### config.mk
export PLATFORM = sky130hd
export DESIGN_NAME = touchpad_packet_framer_decoder
export DESIGN_NICKNAME = d
export VERILOG_FILES = /design/src/hdl/tpfd_pkg.sv /design/src/hdl/touchpad_packet_framer_decoder.sv
export VERILOG_INCLUDE_DIRS = /design/src /design/src/hdl
export SDC_FILE = /design/constraint.sdc
export NUM_CORES = 1
export LEC_CHECK = 0
export BUFFER_PORTS_ARGS = -buffer_cell sky130_fd_sc_hd__buf_2
export CAP_MARGIN = 20
export CORE_MARGIN = 4
export CORE_UTILIZATION = 58
export CTS_CLUSTER_DIAMETER = 60
export DETAILED_ROUTE_END_ITERATION = 10
export HOLD_SLACK_MARGIN = 0.02
export PLACE_DENSITY = 0.84
export SKIP_CTS_REPAIR_TIMING = 1
export SYNTH_ARGS = -nofsm -noshare
export SYNTH_HDL_FRONTEND = slang
export SYNTH_SLANG_ARGS = --single-unit
### constraint.sdc
create_clock -name i_clk -period 9.2 [get_ports i_clk]
set_clock_uncertainty 0.05 [all_clocks]
set_input_delay 1.38 -clock i_clk [delete_from_list [all_inputs] [get_ports i_clk]]
set_output_delay 1.38 -clock i_clk [all_outputs]
set_load 0.02 [all_outputs]
### src/hdl/assert_macros.svh
// assertion helpers included by the decoder rtl file
`ifndef ASSERT_MACROS_SVH
`define ASSERT_MACROS_SVH

`ifndef SYNTHESIS

// property checked while out of reset
`define ASSERT_CLK(lbl, clk, rst_n, prop) \
    lbl: assert property (@(posedge clk) disable iff (!(rst_n)) (prop)) \
        else $error("assertion failed");

// property checked at every edge, reset included
`define ASSERT_ALWAYS(lbl, clk, prop) \
    lbl: assert property (@(posedge clk) (prop)) \
        else $error("assertion failed");

`else

`define ASSERT_CLK(lbl, clk, rst_n, prop)
`define ASSERT_ALWAYS(lbl, clk, prop)

`endif

`endif

### src/hdl/tpfd_pkg.sv
`default_nettype none

package tpfd_pkg;

    localparam int PACKET_BYTES = 6;
    localparam int IDX_W        = $clog2(PACKET_BYTES);
    localparam logic [IDX_W-1:0] LAST_INDEX = IDX_W'(PACKET_BYTES - 1);

    localparam logic [10:0] Y_FLIP           = 11'd735;
    localparam logic [6:0]  GESTURE_PRESSURE = 7'd80;
    localparam logic [6:0]  STICK_PRESSURE   = 7'd127;
    localparam logic [10:0] DX_LIMIT         = 11'd383;
    localparam logic [11:0] DX_OFFSET        = 12'd768;
    localparam logic [9:0]  DY_LIMIT         = 10'd255;
    localparam logic [10:0] DY_OFFSET        = 11'd512;
    localparam logic [2:0]  WIDTH_FINGER     = 3'd4;
    localparam logic [2:0]  WIDTH_NONE       = 3'd3;

    localparam logic [7:0]  HEADER_VALUE_RST = 8'hF8;
    localparam logic [7:0]  HEADER_MASK_RST  = 8'hF8;

    // configuration register indexes
    typedef enum logic [1:0] {
        CFG_HEADER_VALUE = 2'd0,
        CFG_HEADER_MASK  = 2'd1,
        CFG_DUAL_POINT   = 2'd2
    } t_cfg_index;

    typedef enum logic [1:0] {
        ST_BYTE_TAKEN = 2'd0,
        ST_COMPLETE   = 2'd1,
        ST_BAD_HEADER = 2'd2,
        ST_BAD_DATA   = 2'd3
    } t_status;

    // result payload, lowest field last
    typedef struct packed {
        logic [5:0]  pad;
        logic [10:0] stick_dy;
        logic [11:0] stick_dx;
        logic        stick_event;
        logic [2:0]  width_code;
        logic [6:0]  pressure;
        logic [10:0] y_position;
        logic [10:0] x_position;
        logic [1:0]  buttons;
    } t_result;

endpackage

`default_nettype wire

### src/hdl/touchpad_packet_framer_decoder.sv
// channel   | dir | handshake                    | payload
// ----------+-----+------------------------------+-----------------------------------
// s (bytes) | in  | i_s_tvalid / o_s_tready      | i_s_tdata[7:0] data_byte
// m (result)| out | o_m_tvalid / i_m_tready      | o_m_tuser status, o_m_tdata fields
// cfg       | in  | i_cfg_valid / o_cfg_ready    | i_cfg_index, i_cfg_data
//
// one item per cycle while the m side does not stall: each byte gives one result item
// in the cycle after it is taken; the framing compare and the field decode sit between
// the byte port and the result register, so throughput is set by that single result register
// o_s_tready stays high while the result register is empty or being drained,
// so a stall on the m side holds at most one result and then stops the s side
// synchronous active-low reset clears the byte index, the result valid and the
// configuration registers to their defaults; stored packet bytes are not cleared
// o_cfg_ready is always high; writes are expected only while the block is idle
`default_nettype none

`include "assert_macros.svh"

module touchpad_packet_framer_decoder (
    input  wire logic        i_clk,
    input  wire logic        i_rst_n,
    // byte stream in
    input  wire logic        i_s_tvalid,
    output logic             o_s_tready,
    input  wire logic [7:0]  i_s_tdata,   // [7:0] data_byte
    // decoded result out
    output logic             o_m_tvalid,
    input  wire logic        i_m_tready,
    // [1:0] buttons, [12:2] x_position, [23:13] y_position, [30:24] pressure,
    // [33:31] width_code, [34] stick_event, [46:35] stick_dx, [57:47] stick_dy,
    // [63:58] zero
    output logic [63:0]      o_m_tdata,
    output logic [1:0]       o_m_tuser,   // [1:0] status
    // configuration writes
    input  wire logic        i_cfg_valid,
    output logic             o_cfg_ready,
    input  wire logic [1:0]  i_cfg_index,
    input  wire logic [7:0]  i_cfg_data
);

    // configuration registers
    logic [7:0] r_header_value;
    logic [7:0] r_header_mask;
    logic       r_dual_point;

    // framing state and stored packet bytes 1..4 (byte 0 is only checked,
    // byte 5 is decoded straight from the port)
    logic [tpfd_pkg::IDX_W-1:0] r_index, n_index;
    logic [7:0] r_byte1, r_byte2, r_byte3, r_byte4;

    // result register
    logic               r_out_valid;
    tpfd_pkg::t_status  r_status, n_status;
    tpfd_pkg::t_result  r_result, n_result;

    logic                       s_accept;
    logic                       cfg_accept;
    logic [tpfd_pkg::IDX_W-1:0] idx;
    logic                       bad_header;
    logic                       bad_data;
    logic                       last_byte;

    // decode terms
    logic [10:0] x_raw;
    logic [9:0]  y_raw;
    logic [6:0]  press;
    logic        stick;

    assign o_s_tready  = !r_out_valid || i_m_tready;
    assign s_accept    = i_s_tvalid && o_s_tready;
    assign o_cfg_ready = 1'b1;
    assign cfg_accept  = i_cfg_valid;

    // an out-of-range index counts as the start of a packet
    assign idx = (r_index > tpfd_pkg::LAST_INDEX) ? '0 : r_index;

    assign bad_header = (idx == '0) && ((i_s_tdata & r_header_mask) != r_header_value);
    assign bad_data   = (idx > tpfd_pkg::IDX_W'(1)) && i_s_tdata[7];
    assign last_byte  = (idx == tpfd_pkg::LAST_INDEX);

    // byte1 bit 7 and byte2 bit 3 both land on x bit 7
    assign x_raw = {r_byte2[6:4], r_byte2[3] | r_byte1[7], r_byte1[6:0]};
    assign y_raw = {r_byte3[6:5], r_byte3[4] | r_byte4[7], r_byte4[6:0]};
    assign press = r_byte2[0] ? tpfd_pkg::GESTURE_PRESSURE : i_s_tdata[6:0];
    assign stick = r_dual_point && (press == tpfd_pkg::STICK_PRESSURE);

    always_comb begin
        n_result = '0;
        n_status = tpfd_pkg::ST_BYTE_TAKEN;
        n_index  = idx + tpfd_pkg::IDX_W'(1);
        if (bad_header) begin
            n_status = tpfd_pkg::ST_BAD_HEADER;
            n_index  = '0;
        end else if (bad_data) begin
            n_status = tpfd_pkg::ST_BAD_DATA;
            n_index  = '0;
        end else if (last_byte) begin
            n_status            = tpfd_pkg::ST_COMPLETE;
            n_index             = '0;
            n_result.buttons    = r_byte3[1:0];
            n_result.x_position = x_raw;
            n_result.y_position = tpfd_pkg::Y_FLIP - {1'b0, y_raw};
            n_result.pressure   = press;
            n_result.width_code = (r_byte2[1] || r_byte2[0]) ? tpfd_pkg::WIDTH_FINGER
                                                             : tpfd_pkg::WIDTH_NONE;
            if (stick) begin
                n_result.stick_event = 1'b1;
                n_result.stick_dx    = (x_raw > tpfd_pkg::DX_LIMIT)
                                       ? ({1'b0, x_raw} - tpfd_pkg::DX_OFFSET)
                                       : {1'b0, x_raw};
                n_result.stick_dy    = (y_raw > tpfd_pkg::DY_LIMIT)
                                       ? ({1'b0, y_raw} - tpfd_pkg::DY_OFFSET)
                                       : {1'b0, y_raw};
            end
        end
    end

    // control state
    always_ff @(posedge i_clk) begin
        if (!i_rst_n) begin
            r_index     <= '0;
            r_out_valid <= 1'b0;
        end else begin
            if (s_accept) begin
                r_index <= n_index;
            end
            if (s_accept) begin
                r_out_valid <= 1'b1;
            end else if (i_m_tready) begin
                r_out_valid <= 1'b0;
            end
        end
    end

    // configuration registers
    always_ff @(posedge i_clk) begin
        if (!i_rst_n) begin
            r_header_value <= tpfd_pkg::HEADER_VALUE_RST;
            r_header_mask  <= tpfd_pkg::HEADER_MASK_RST;
            r_dual_point   <= 1'b0;
        end else if (cfg_accept) begin
            case (i_cfg_index)
                tpfd_pkg::CFG_HEADER_VALUE: r_header_value <= i_cfg_data;
                tpfd_pkg::CFG_HEADER_MASK:  r_header_mask  <= i_cfg_data;
                tpfd_pkg::CFG_DUAL_POINT:   r_dual_point   <= i_cfg_data[0];
                default: begin
                end
            endcase
        end
    end

    // payload: packet bytes and result
    always_ff @(posedge i_clk) begin
        if (s_accept) begin
            r_status <= n_status;
            r_result <= n_result;
            if (!bad_data) begin
                case (idx)
                    tpfd_pkg::IDX_W'(1): r_byte1 <= i_s_tdata;
                    tpfd_pkg::IDX_W'(2): r_byte2 <= i_s_tdata;
                    tpfd_pkg::IDX_W'(3): r_byte3 <= i_s_tdata;
                    tpfd_pkg::IDX_W'(4): r_byte4 <= i_s_tdata;
                    default: begin
                    end
                endcase
            end
        end
    end

    assign o_m_tvalid = r_out_valid;
    assign o_m_tuser  = r_status;
    assign o_m_tdata  = r_result;

    // index never leaves the packet
    `ASSERT_CLK(a_index_range, i_clk, i_rst_n, r_index <= tpfd_pkg::LAST_INDEX)

    // any result other than a complete packet carries all-zero fields
    `ASSERT_CLK(a_zero_fields, i_clk, i_rst_n,
        (r_out_valid && (r_status != tpfd_pkg::ST_COMPLETE)) |-> (r_result == '0))

    // a stick event only comes with dual point on and full pressure
    `ASSERT_CLK(a_stick_event, i_clk, i_rst_n,
        (r_out_valid && r_result.stick_event) |->
        (r_dual_point && (r_result.pressure == tpfd_pkg::STICK_PRESSURE)))

    // a completed packet or an error restarts framing
    `ASSERT_CLK(a_restart, i_clk, i_rst_n,
        (s_accept && (n_status != tpfd_pkg::ST_BYTE_TAKEN)) |=> (r_index == '0))

    // reset empties the result register
    `ASSERT_ALWAYS(a_reset_empty, i_clk, $past(!i_rst_n) |-> !r_out_valid)

endmodule

`default_nettype wire
* Word-level counts from Yosys, hierarchy flattened
Cells that the tools add are included.
** Word-level totals
- Input bits :: 23
- Bits in registers :: 111
- Word-level logic and storage cells :: 81
- Output and inout port bits :: 69
** Cells by class
- Order comparisons :: 4
- Bitwise gates (word level) :: 8
- Add/sub/neg operators :: 4
- Equality and inequality tests :: 9
- Mux-type cells :: 13
- Reductions and logical operators :: 22
** Operators by type and width (count)
- 3-bit two-way mux :: 5
- 3-bit AND reduction :: 4
- 11-bit by 10-bit subtractor with 12-bit output (second input constant) :: 1
- 11-bit by 9-bit > comparator with 1-bit output (second input constant) :: 1
- 11-bit two-way mux :: 1
- 10-bit by 10-bit subtractor with 11-bit output (first input constant) :: 1
- 10-bit by 10-bit subtractor with 11-bit output (second input constant) :: 1
- 10-bit by 8-bit > comparator with 1-bit output (second input constant) :: 1
- 10-bit two-way mux :: 1
- 5-bit OR reduction :: 2
- 8-bit AND :: 1
- 8-bit inequality test :: 1
- 7-bit equality test (second input constant) :: 1
- 7-bit two-way mux :: 1
- 3-bit by 2-bit equality test with 1-bit output (second input constant) :: 2
- 3-bit equality test (second input constant) :: 2
- 2-bit AND reduction :: 3
- 1-bit two-way mux :: 5
- 1-bit NOT :: 5
- 1-bit logical AND :: 4
- 4-bit OR reduction :: 1
- 3-bit by 1-bit adder with 3-bit output (second input constant) :: 1
- 3-bit by 1-bit equality test with 1-bit output (second input constant) :: 1
- 3-bit by 1-bit > comparator with 1-bit output (second input constant) :: 1
- 11 further kinds :: 13

* Logic depth before layout (Yosys ltp)
- Depth in word-level cells :: 6
- Gate-level depth with buffers :: 10
- Gate-level depth less buffers :: 7

* Worst setup path after synthesis
OpenSTA, ideal clock, no wires.
- Path type :: input -> register
- From :: input port i_m_tready
- To :: register r_byte4[0] (enable)
- Path buffers :: 0
- Cell stages on the path :: 5
- Library setup time :: 371 ps
- Data arrival time :: 3647 ps
- Setup slack :: 5133 ps
- Data required time :: 8779 ps
- Path through :: nand2b_1 > nand2_1 > inv_1 > nand2_1 > nor2_1
** On the way
- Cells in the longest elaborated chain, start to end :: 3
** RTL lines
- start, declared :: RTL line touchpad_packet_framer_decoder.sv:28 : input wire logic i_m_tready,
- 1-bit logical OR :: RTL line touchpad_packet_framer_decoder.sv:69 : assign o_s_tready = !r_out_valid || i_m_tready;
- 1-bit logical AND :: RTL line touchpad_packet_framer_decoder.sv:70 : assign s_accept = i_s_tvalid && o_s_tready;
- net s_accept :: RTL line touchpad_packet_framer_decoder.sv:56 : logic s_accept;
- 3-bit AND reduction (no source line)
- end signal, assigned :: RTL line touchpad_packet_framer_decoder.sv:162 : tpfd_pkg::IDX_W'(4): r_byte4 <= i_s_tdata;
- end, declared :: RTL line touchpad_packet_framer_decoder.sv:49 : logic [7:0] r_byte1, r_byte2, r_byte3, r_byte4;
The timed path passes the listed nets, and every way through them passes these cells.
A chain may end at the register's enable or synchronous reset.

* Worst setup path after layout
- From :: input port i_m_tready
- To :: register r_byte4[7] (enable)
The elaborated chain is that of the path after synthesis.

==> metrics.txt <==
# TYPE chip_impl_metric gauge
chip_impl_metric{name="timing.slew.headroom",unit="%"} 34.86
chip_impl_info{name="crit_path_start_kind",value="input port"} 1
chip_impl_metric{name="post-route-period-util",unit="%"} 35.43
chip_impl_metric{name="remaining_design_rule_violation_count",unit=""} 0
chip_impl_metric{name="start_util",unit="%"} 59.89
chip_impl_metric{name="grtUsageTotal",unit="%"} 19.55
chip_impl_metric{name="synth_simple_gate_area_share",unit="%"} 18.26
chip_impl_metric{name="synth.yosys.seq_area_share",unit="%"} 69.12
chip_impl_metric{name="postSynthAreaPerCell",unit="µm²"} 12.81
chip_impl_metric{name="buffers_from_clock_root_to_sink_at_most",unit=""} 2
chip_impl_metric{name="synthMuxAreaShare",unit="%"} 0.4608
chip_impl_metric{name="antenna_cells",unit=""} 0
chip_impl_metric{name="top_level_ports",unit=""} 92
chip_impl_metric{name="worstSkewPairLatency",unit="ns"} 0.36
chip_impl_metric{name="areaGrowthSynthToFinish",unit="%"} 16.01
chip_impl_metric{name="drt.antenna.violating_nets",unit=""} 0
chip_impl_info{name="worstPathCellList",value="buf_2 -> nand2b_1 -> nand2_1 -> inv_2 -> buf_4 -> nand2_1 -> nor2_1"} 1
chip_impl_metric{name="synth-edff-count",unit=""} 86
chip_impl_metric{name="grt_antenna_before_repair",unit=""} 0
chip_impl_metric{name="detailroute.wirelength.met2",unit="µm"} 4310
chip_impl_metric{name="critical_path_peak_fanout",unit=""} 65
chip_impl_info{name="critical_path.endpoint_type",value="flop"} 1
chip_impl_metric{name="cts_made_buffers",unit=""} 9
chip_impl_info{name="cp_common_cell",value="nand2_1"} 1
chip_impl_info{name="timing.critical_path.slowest_stage_cell",value="buf_4"} 1
chip_impl_metric{name="io_buffer_count",unit=""} 84
chip_impl_info{name="critical-path-top-delay-family",value="simple AND/OR/NAND/NOR gates"} 1
chip_impl_metric{name="clk_transition_reported_paths",unit="ns"} 0.09
chip_impl_metric{name="final_hold_viol_count",unit=""} 0
chip_impl_metric{name="power_per_standard_cell_area",unit="nW/µm²"} 187.6
chip_impl_metric{name="critical_path_buf_inv_count",unit=""} 3
chip_impl_metric{name="avgRoutedWirePerCell",unit="µm"} 15.93
chip_impl_metric{name="nFillCells",unit=""} 535
chip_impl_metric{name="placeableCoreArea",unit="µm²"} 7253
chip_impl_info{name="holdCritPathClass",value="flop to flop"} 1
chip_impl_metric{name="met1_length",unit="µm"} 3428
chip_impl_info{name="run_status",value="completed"} 1
chip_impl_metric{name="floorplan.die.width",unit="µm"} 94.55
chip_impl_info{name="route.top_layer_used",value="met4"} 1
chip_impl_metric{name="synth-compound-area-share",unit="%"} 5.962
chip_impl_metric{name="post_synth_instance_area",unit="µm²"} 4344
chip_impl_metric{name="max_stage_delay",unit="ns"} 0.59
chip_impl_metric{name="postSynthCellCount",unit=""} 339
chip_impl_metric{name="cts_num_sinks",unit=""} 107
chip_impl_metric{name="fin_crit",unit="ns"} 3.260
chip_impl_metric{name="critPathRequiredTime",unit="ns"} 9.15
chip_impl_metric{name="wire_length_of_the_first_global_routing_pass",unit="µm"} 13090
chip_impl_info{name="cts_tree",value="done"} 1
chip_impl_metric{name="detail_route.vias_per_cell",unit=""} 5.320
chip_impl_metric{name="synthXorXnorAreaFrac",unit="%"} 1.008
chip_impl_info{name="synth_top_area_cell",value="edfxtp_1"} 1
chip_impl_metric{name="synth-seq-cells",unit=""} 107
chip_impl_metric{name="die_y",unit="µm"} 94.55
chip_impl_metric{name="number_of_detailed_routing_iterations_run_before_antenna_repair",unit=""} 5
chip_impl_metric{name="vias",unit=""} 2793
chip_impl_metric{name="yosys_warns",unit=""} 0
chip_impl_info{name="ys_dominant_reg_cell",value="edfxtp_1"} 1
chip_impl_metric{name="vdd.ir_drop.worst",unit="mV"} 0.08746
chip_impl_info{name="combinational_family_with_the_most_area_after_synthesis",value="simple AND/OR/NAND/NOR gates"} 1
chip_impl_metric{name="std_cell_rows",unit=""} 31
chip_impl_info{name="grt_setup_unrepaired",value="false"} 1
chip_impl_metric{name="place_hpwl",unit="µm"} 5772
chip_impl_info{name="synth.top_cells.by_area",value="edfxtp_1, dfxtp_1, and2_1"} 1
chip_impl_metric{name="met3_wirelength",unit="µm"} 565
chip_impl_metric{name="synth.distinct_cells",unit=""} 49
chip_impl_metric{name="dieArea",unit="µm²"} 8939
chip_impl_metric{name="gp_congestion",unit=""} 0.8823
chip_impl_metric{name="cap_violations",unit=""} 0
chip_impl_metric{name="async_flop_share",unit="%"} 0
chip_impl_metric{name="max_slew.worst_pin.slew",unit="ns"} 0.9750
chip_impl_metric{name="grt_pass1_vias",unit=""} 2598
chip_impl_metric{name="design_power_total",unit="mW"} 0.9452
chip_impl_metric{name="slew_viol_final",unit=""} 0
chip_impl_metric{name="gr-total-overflow",unit=""} 0
chip_impl_metric{name="post-synth-top-area-fraction",unit="%"} 59.45
chip_impl_metric{name="timing.setup.tns",unit="ns"} 0
chip_impl_metric{name="finalNetCount",unit=""} 448
chip_impl_metric{name="synth_adder_area_share",unit="%"} 1.152
chip_impl_metric{name="drt_iter0_drc",unit=""} 151
chip_impl_metric{name="drt_wirelength",unit="µm"} 8362
chip_impl_info{name="critical_path_class",value="input port to flop"} 1
chip_impl_metric{name="worst_ep_arrival_time",unit="ns"} 3.21
chip_impl_metric{name="clock.fmax",unit="GHz"} 0.3068
chip_impl_metric{name="setup_viol",unit=""} 0
chip_impl_metric{name="drive_gt1_share",unit="%"} 26.06
chip_impl_metric{name="clock_tree.htree_level_count",unit=""} 3
chip_impl_metric{name="power.leakage",unit="nW"} 2.046
chip_impl_metric{name="grt_start_max_net_pins",unit=""} 66
chip_impl_info{name="cts_root_buf",value="clkbuf_8"} 1
[final cells by class]
class	instances	area [µm²]	share of cell area (%)
well taps	99	123.9	2.458
multi-input cells	207	1192	23.66
repair buffers	86	435.4	8.640
clock inverters	7	122.6	2.433
flip-flops and latches	107	3003	59.58
inverters	10	38.79	0.7696
clock buffers	9	123.9	2.458
[synthesized netlist by cell type, types with 3 or more instances]
| master | number |
|---|---|
| inv_1 | 6 |
| xnor2_1 | 3 |
| ha_1 | 4 |
| a21oi_1 | 15 |
| o22ai_1 | 3 |
| buf_4 | 8 |
| buf_6 | 3 |
| nand2_1 | 38 |
| nor2_1 | 30 |
| nor3_1 | 6 |
| clkbuf_1 | 8 |
| dfxtp_1 | 21 |
| and3b_1 | 3 |
| and2_1 | 31 |
| a211oi_1 | 4 |
| and3_1 | 5 |
| or3_1 | 4 |
| nand4_1 | 3 |
| nand3_1 | 16 |
| edfxtp_1 | 86 |
| nand3b_1 | 4 |
[stage by stage]
stage / hold WS, ns / area [µm²] / setup WS, ns / std cells / utilization (%)
finish: 0.4301 / 5040 / 5.940 / 525 / 69.48
global route: 0.4588 / 5040 / 5.688 / 525 / 69.48
CTS: 0.4322 / 5040 / 5.907 / 525 / 69.48
detailed placement: 0.4199 / 4793 / 5.536 / 509 / 66.09
global placement: 0.4028 / 4793 / 5.772 / 509 / 66.09
floorplan: 0.3946 / 4363 / 5.133 / 344 / -
[path summary, 6_finish.rpt]
check	from	to	slack (ns)	cells after the start
max	i_m_tready	r_byte4[7]	5.94	7
min	r_header_mask[6]	r_header_mask[6]	0.43	2
max reg2reg	r_index[2]	o_m_tdata[46]	6.58	6
min reg2reg	r_header_mask[6]	r_header_mask[6]	0.43	2
[routing by layer]
metal,up-vias,track usage [%]
met3,9,3.506
met5,-,0
met1,1315,25.39
met2,108,32.74
met4,0,7.813
li1,1361,-
[registers in the layout, indices dropped and copies added, names as in the netlist]
register	flops
r_header_value	8
o_m_tvalid	1
r_byte2	6
r_byte1	8
r_index	3
r_byte4	8
r_dual_point	1
r_byte3	5
o_m_tuser	2
r_header_mask	8
o_m_tdata	57
[report_power, final]
group | total [mW] | internal (mW) | switching (mW)
combinational | 0.0633 | 0.0184 | 0.0449
sequential | 0.541 | 0.536 | 0.00531
clock | 0.340 | 0.183 | 0.158
total | 0.945 | 0.737 | 0.208
[cell families (layout without fill, tap and decap cells)]
logic type      Yosys count  in the layout
fa+ha+maj                 4              4
compound gates           37             37
simple gates            152            152
other cells               2              7
xor+xnor                  5              5
mux                       2              2
buf+inv                  30            112
flops                   107            107
[cell usage in the layout, fill, tap and decap left out, drive strengths merged, types with 5 or more instances in the layout]
master  synthesis  final
edfxtp         86     86
dfxtp          21     21
and2           31     31
buf            12     86
conb            2      7
nand2          38     38
a21oi          15     15
nor3            7      7
nand3          16     16
clkbuf          8      9
inv             8     10
nor2           30     30
and3            5      5
[worst register-to-register path: cells and delay by family (launching register included)]
family / cells / cell delay [ns]
buf+inv: 1 / 0.08
compound gates: 1 / 0.38
simple gates: 4 / 1.38
flops: 1 / 0.57
(Power assumes the default switching activity.)
